`config.mk`:
```
export PLATFORM = sky130hd
export DESIGN_NAME = jpeg_frame_boundary_scanner_core
export DESIGN_NICKNAME = d
export VERILOG_FILES = /design/src/hdl/jfbs_pkg.sv /design/src/hdl/jfbs_scan.sv /design/src/hdl/jpeg_frame_boundary_scanner_core.sv
export SDC_FILE = /design/constraint.sdc
export NUM_CORES = 1
export LEC_CHECK = 0
export BUFFER_PORTS_ARGS = -buffer_cell sky130_fd_sc_hd__buf_2
export CORE_UTILIZATION = 30
export DETAILED_ROUTE_END_ITERATION = 12
export PLACE_DENSITY_LB_ADDON = 0.08
export SETUP_SLACK_MARGIN = 0.1
export SLEW_MARGIN = 20
export SYNTH_ARGS = -nofsm -noshare
export SYNTH_HDL_FRONTEND = slang
export SYNTH_HIERARCHICAL = 1
export SYNTH_SLANG_ARGS = --single-unit
```
`constraint.sdc`:
```
create_clock -name clock -period 6.2 [get_ports clock]
set_input_delay 0.93 -clock clock [delete_from_list [all_inputs] [get_ports clock]]
set_output_delay 0.93 -clock clock [all_outputs]
set_load 0.01 [all_outputs]
```
`src/hdl/jfbs_pkg.sv`:
```
// jfbs_pkg: constants and shared types for the jpeg frame boundary scanner
// used by jfbs_scan and jpeg_frame_boundary_scanner_core; no dependencies
package jfbs_pkg;

   // width of the internal offset counters (wraps modulo 2**OffsetBits)
   localparam int OffsetBits = 32;
   // width of the reported start and length fields
   localparam int ResultBits = 32;

   localparam logic [7:0] MarkerPrefix = 8'hFF;
   localparam logic [7:0] SoiCode      = 8'hD8;
   localparam logic [7:0] EoiCode      = 8'hD9;
   localparam logic [7:0] AppMask      = 8'hF0;
   localparam logic [7:0] AppCode      = 8'hE0;

   typedef logic [OffsetBits-1:0] offset_type;

   typedef struct packed {
      logic                  found;
      logic [ResultBits-1:0] start;
      logic [ResultBits-1:0] length;
   } scan_result_type;

endpackage

```
`src/hdl/jfbs_scan.sv`:
```
// jfbs_scan: marker scan state and its one-byte next-state logic
// depends on jfbs_pkg; advances once per step_en, clears after the last byte
module jfbs_scan (
   input  logic                     clock,
   input  logic                     reset,
   input  logic                     step_en,
   input  logic [7:0]               data_byte,
   input  logic                     last_byte,
   output jfbs_pkg::scan_result_type result
);

   typedef enum logic [2:0] {
      PH_SOI,
      PH_APPMARK,
      PH_APPTYPE,
      PH_LENHI,
      PH_LENLO,
      PH_SKIP,
      PH_EOI,
      PH_DONE
   } phase_type;

   phase_type            phase_ff, phase_in;
   jfbs_pkg::offset_type pos_ff, pos_in;
   jfbs_pkg::offset_type start_ff, start_in;
   jfbs_pkg::offset_type length_ff, length_in;
   logic                 prev_ff_ff, prev_ff_in;
   logic [7:0]           len_hi_ff, len_hi_in;
   logic [15:0]          skip_ff, skip_in;
   logic                 found_ff, found_in;

   logic        is_ff;
   logic        is_eoi;
   logic [15:0] seg_len;
   logic [15:0] seg_skip;
   jfbs_pkg::offset_type eoi_length;

   assign is_ff      = (data_byte == jfbs_pkg::MarkerPrefix);
   assign is_eoi     = (data_byte == jfbs_pkg::EoiCode);
   assign seg_len    = {len_hi_ff, data_byte};
   // lengths below two count as two
   assign seg_skip   = (seg_len < 16'd2) ? 16'd0 : seg_len - 16'd2;
   assign eoi_length = pos_ff + jfbs_pkg::OffsetBits'(1) - start_ff;

   always_comb begin
      phase_in   = phase_ff;
      start_in   = start_ff;
      length_in  = length_ff;
      prev_ff_in = prev_ff_ff;
      len_hi_in  = len_hi_ff;
      skip_in    = skip_ff;
      found_in   = found_ff;
      case (phase_ff)
         PH_SOI: begin
            if (prev_ff_ff && data_byte == jfbs_pkg::SoiCode) begin
               start_in   = pos_ff - jfbs_pkg::OffsetBits'(1);
               prev_ff_in = 1'b0;
               phase_in   = PH_APPMARK;
            end else begin
               prev_ff_in = is_ff;
            end
         end
         PH_APPMARK: begin
            if (is_ff) begin
               phase_in = PH_APPTYPE;
            end else begin
               prev_ff_in = 1'b0;
               phase_in   = PH_EOI;
            end
         end
         PH_APPTYPE: begin
            if ((data_byte & jfbs_pkg::AppMask) == jfbs_pkg::AppCode) begin
               phase_in = PH_LENHI;
            end else if (is_eoi) begin
               // marker prefix already seen, this byte may close the frame
               found_in   = 1'b1;
               length_in  = eoi_length;
               prev_ff_in = 1'b0;
               phase_in   = PH_DONE;
            end else begin
               prev_ff_in = is_ff;
               phase_in   = PH_EOI;
            end
         end
         PH_LENHI: begin
            len_hi_in = data_byte;
            phase_in  = PH_LENLO;
         end
         PH_LENLO: begin
            skip_in  = seg_skip;
            phase_in = (seg_skip == 16'd0) ? PH_APPMARK : PH_SKIP;
         end
         PH_SKIP: begin
            skip_in = (skip_ff != 16'd0) ? skip_ff - 16'd1 : skip_ff;
            if (skip_ff <= 16'd1) begin
               phase_in = PH_APPMARK;
            end
         end
         PH_EOI: begin
            if (prev_ff_ff && is_eoi) begin
               found_in   = 1'b1;
               length_in  = eoi_length;
               prev_ff_in = 1'b0;
               phase_in   = PH_DONE;
            end else begin
               prev_ff_in = is_ff;
            end
         end
         default: begin
         end
      endcase
      pos_in = pos_ff + jfbs_pkg::OffsetBits'(1);
   end

   // result seen on the last word, taken from the updated state
   always_comb begin
      result.found  = found_in;
      result.start  = found_in ? jfbs_pkg::ResultBits'(start_in)  : '0;
      result.length = found_in ? jfbs_pkg::ResultBits'(length_in) : '0;
   end

   always_ff @(posedge clock) begin
      if (reset || (step_en && last_byte)) begin
         phase_ff   <= PH_SOI;
         pos_ff     <= '0;
         start_ff   <= '0;
         length_ff  <= '0;
         prev_ff_ff <= 1'b0;
         len_hi_ff  <= '0;
         skip_ff    <= '0;
         found_ff   <= 1'b0;
      end else if (step_en) begin
         phase_ff   <= phase_in;
         pos_ff     <= pos_in;
         start_ff   <= start_in;
         length_ff  <= length_in;
         prev_ff_ff <= prev_ff_in;
         len_hi_ff  <= len_hi_in;
         skip_ff    <= skip_in;
         found_ff   <= found_in;
      end
   end

endmodule

```
`src/hdl/jpeg_frame_boundary_scanner_core.sv`:
```
// jpeg_frame_boundary_scanner_core: finds one jpeg frame (start to end marker) in a byte stream
// depends on jfbs_pkg and jfbs_scan
// an accepted byte flagged last passes the input register, then the result register, before its word shows on rsp
// throughput: one byte per cycle while no last byte is stalled; input register, scan state update, result register
// a finished result waiting on rsp_tready stalls only the next last byte
// reset: synchronous, active high; clears all scan state and both valid flags
module jpeg_frame_boundary_scanner_core (
   input  logic        clock,
   input  logic        reset,
   input  logic        req_tvalid,
   output logic        req_tready,
   input  logic [7:0]  req_tdata,   // [7:0] data_byte
   input  logic        req_tlast,   // last_byte
   output logic        rsp_tvalid,
   input  logic        rsp_tready,
   output logic [63:0] rsp_tdata,   // [31:0] start_offset, [63:32] frame_length
   output logic        rsp_tuser    // frame_found
);

   logic       in_valid_ff;
   logic [7:0] in_byte_ff;
   logic       in_last_ff;

   logic                      out_valid_ff;
   jfbs_pkg::scan_result_type out_ff;

   jfbs_pkg::scan_result_type result;
   logic stall;
   logic step_en;

   // only a last word needs room in the result register
   assign stall      = in_valid_ff && in_last_ff && out_valid_ff && !rsp_tready;
   assign step_en    = in_valid_ff && !stall;
   assign req_tready = !in_valid_ff || !stall;

   always_ff @(posedge clock) begin
      if (reset) begin
         in_valid_ff <= 1'b0;
      end else if (req_tvalid && req_tready) begin
         in_valid_ff <= 1'b1;
      end else if (step_en) begin
         in_valid_ff <= 1'b0;
      end
   end

   always_ff @(posedge clock) begin
      if (req_tvalid && req_tready) begin
         in_byte_ff <= req_tdata;
         in_last_ff <= req_tlast;
      end
   end

   jfbs_scan u_scan (
      .clock     (clock),
      .reset     (reset),
      .step_en   (step_en),
      .data_byte (in_byte_ff),
      .last_byte (in_last_ff),
      .result    (result)
   );

   always_ff @(posedge clock) begin
      if (reset) begin
         out_valid_ff <= 1'b0;
      end else if (step_en && in_last_ff) begin
         out_valid_ff <= 1'b1;
      end else if (rsp_tready) begin
         out_valid_ff <= 1'b0;
      end
   end

   always_ff @(posedge clock) begin
      if (step_en && in_last_ff) begin
         out_ff <= result;
      end
   end

   assign rsp_tvalid = out_valid_ff;
   assign rsp_tdata  = {out_ff.length, out_ff.start};
   assign rsp_tuser  = out_ff.found;

endmodule

```
==> impl_metrics.toml <==
[floorplanning]
die_area_um2 = 40100
coreArea_um2 = 38700
rows = 72
start_util_pct = 30.5
io_pins = 80
die_h_um = 200
die_w_um = 200

[sta]
hold_viol = 0
whs_ns = 0.450
worst_pin_slew_ns = 0.946
rsz0062_at_grt = "no"
period_needed_ns = 4.44
maxSlewHeadroom_pct = 36.9
slew_violations = 0
max_freq_mhz = 225
period_share_pct = 71.6
setup_tns_ns = 0
finalSetupViolCount = 0
finalClockSkew_ns = 0.0183

[worst_setup_path]
critPathMaxFanout = 10
slowest_stage = "dfxtp_1"
max_stage_delay_ns = 0.54
worst-endpoint-required_ns = 6.49
crit_top_cell = "nand2_1"
crit_arrival_ns = 4.72
crit_path_end_kind = "flip-flop"
startpoint_type = "flip-flop"
criticalPathCategory = "flip-flop to flip-flop"
crit_path_cell_trace = "ha_1, nand3_1, nor3_2, and4_1, and3_1, and2_1, nand2_1, xnor2_1, ha_1, a21o_1, a21o_1, a21oi_1, nand2_1, a211oi_1, o21ai_0, nand3_1, nand2_1"

[yosys]
muxShareOfSynthArea_pct = 0.339
ys_seq_area_share_pct = 40.4
synth_cell_type_count = 79
synthAdderAreaFrac_pct = 3.99
avgSynthCellArea_um2 = 8.46
synth_top_family_by_area = "simple AND/OR/NAND/NOR gates"
synthesis.instances = 1395
synthXorXnorAreaFrac_pct = 9.35
synth-simple-area-share_pct = 22.8
synth_flop_cell = "dfxtp_1"
synthArstFlopShare_pct = 0
synth_compound_area_share_pct = 17.5
synthesis.area_um2 = 11800
synth_edf_count = 74
syn_nets = 1445
yosysWarnings = 6
synth-seq-cells = 201

[status]
status = "finished, final reports clean"

[clock_tree]
clkSlewWorstSetupHoldPaths_ns = 0.06
cts_tree = "done"
cts-root-buf = "clkbuf_16"
clk_latency_ns = 0.54
cts_resized = 0
numCtsBuffers = 25
cts_sinks = 201
cts_setup_buffers = 0
htreeDepth = 1
clockBufferDepth = 3
holdBufCountCts = 0

[placement]
placedInstanceArea_um2 = 12500
dpl.hpwl_um = 23100
gp_congestion = 0.799
port_buffers = 79

[global_route]
grt_max_degree = 70
grt-ovfl-total = 0
grt_first_pass_wirelength_um = 52600
grt_pass1_vias = 9119
antenna_found_initial = 0
grt_usage_pct = 16.2

[cells_and_area]
stdcell_area_um2 = 13300
drive_gt1_share_pct = 12.3
layout.nets = 1451
fin_util_pct = 34.4
final_cell_mix = "nor2_1, nand2_1, dfxtp_1"
syn_to_final_growth_pct = 12.9
num_antenna_cells = 0
final_common_cell = "nor2_1"

[routing]
wl_um = 32700
drt_pre_antenna_iters = 5
drt_iter0_drc = 530
viasPerCell = 4.96
vias = 9618
ant_nets = 0
wl_per_cell_um = 16.9
drc = 0

[power_and_ir_drop]
pwr-share-comb_pct = 5.6
power.total_mw = 2.96
power_leakage_nw = 4.96
power.internal_mw = 2.25
seqPwrFrac_pct = 47.0
ir_drop_mv = 0.260
clkPwrFrac_pct = 47.4
p_sw_uw = 707
cellPowerDensity_nw_per_um2 = 222
power_switching_share_pct = 23.9

[min_path]
hold_class = "flip-flop to flip-flop"

[job]
cap_violations = 0
-- Yosys cell counts (all sizes together) (14+ instances only) --
cell | number | share of area, %
dfxtp | 127 | 22
nor3 | 34 | 1.8
nand2 | 140 | 4.5
xor2 | 49 | 3.6
o21ai | 68 | 2.9
nand4 | 28 | 1.6
a21o | 23 | 1.5
buf | 28 | 1.3
a211oi | 76 | 5.0
nor2 | 176 | 5.6
ha | 36 | 3.8
nand3 | 74 | 3.2
clkbuf | 84 | 2.7
and2 | 17 | 0.92
a21oi | 81 | 3.5
inv | 52 | 1.7
xnor2 | 77 | 5.7
edfxtp | 74 | 19
and3 | 15 | 0.80
nor4 | 14 | 1.2
-- per-layer routing --
metal | GRT usage [%] | vias to the layer above | part of all wire [%] | wire [um]
met1 | 23.7 | 4515 | 51 | 16700
met5 | 0 | - | 0 | 0
li1 | - | 4941 | - | -
met2 | 24.8 | 132 | 44 | 14200
met4 | 4.03 | 0 | 1.6 | 524
met3 | 2.26 | 30 | 3.7 | 1220
-- power by group through the flow --
stage	combinational, mW	clock (mW)	sequential (mW)
after floorplan	0.114	0	1.42
after global placement	0.169	0	1.42
after detailed placement	0.169	0	1.42
after CTS	0.169	1.46	1.39
after global routing	0.184	1.51	1.39
final	0.166	1.40	1.39
-- logic make-up (layout without fill, tap and decap cells) --
kind of cell    after synthesis  after routing
mux                           4              4
flops                       201            201
fa+ha+maj                    37             37
compound gates              316            316
simple gates                547            547
buf+inv                     164            189
xor+xnor                    126            126
-- flip-flops by register name, summed over array words and instances, names as in the netlist --
register           flops
rsp_tdata             64
rsp_tvalid             1
in_last_ff             1
u_scan/pos_ff         32
u_scan/found_ff        1
u_scan/phase_ff        3
in_valid_ff            1
in_byte_ff             8
u_scan/skip_ff        16
u_scan/prev_ff_ff      1
u_scan/len_hi_ff       8
u_scan/length_ff      32
rsp_tuser              1
u_scan/start_ff       32
-- area by class of cell --
class | count | area, um2
Multi-Input combinational cell | 1030 | 6420
Clock inverter | 16 | 108
Clock buffer | 30 | 676
Inverter | 52 | 195
Fill cell | 4152 | 25400
Timing Repair Buffer | 91 | 505
Tap cell | 518 | 648
Sequential cell | 201 | 4760
-- per-stage QoR --
step,setup slack [ns],instances
after global routing,1.39,1938
after global placement,1.92,1891
after detailed placement,1.78,1892
after CTS,1.74,1938
after floorplan,1.88,1395
final,1.76,1938
-- critical path: cells and delay by family (launching register included) --
| family | cells | cell delay (ns) |
|---|---|---|
| DFF | 1 | 0.54 |
| and+or+nand+nor | 9 | 1.73 |
| xor gates and xnor gates | 1 | 0.15 |
| adders and majority gates | 2 | 0.68 |
| AOI/OAI and AO/OA | 5 | 1.08 |
-- path summary, 6_finish.rpt --
kind | startpoint | to | slack, ns | cells past startpoint
min reg2reg | u_scan/length_ff[31] | u_scan/length_ff[31] | 0.45 | 2
min | u_scan/length_ff[31] | u_scan/length_ff[31] | 0.45 | 2
max | u_scan/pos_ff[0] | rsp_tdata[63] | 1.76 | 17
max reg2reg | u_scan/pos_ff[0] | rsp_tdata[63] | 1.76 | 17
Note: power is estimated with default switching activity, not from simulation.
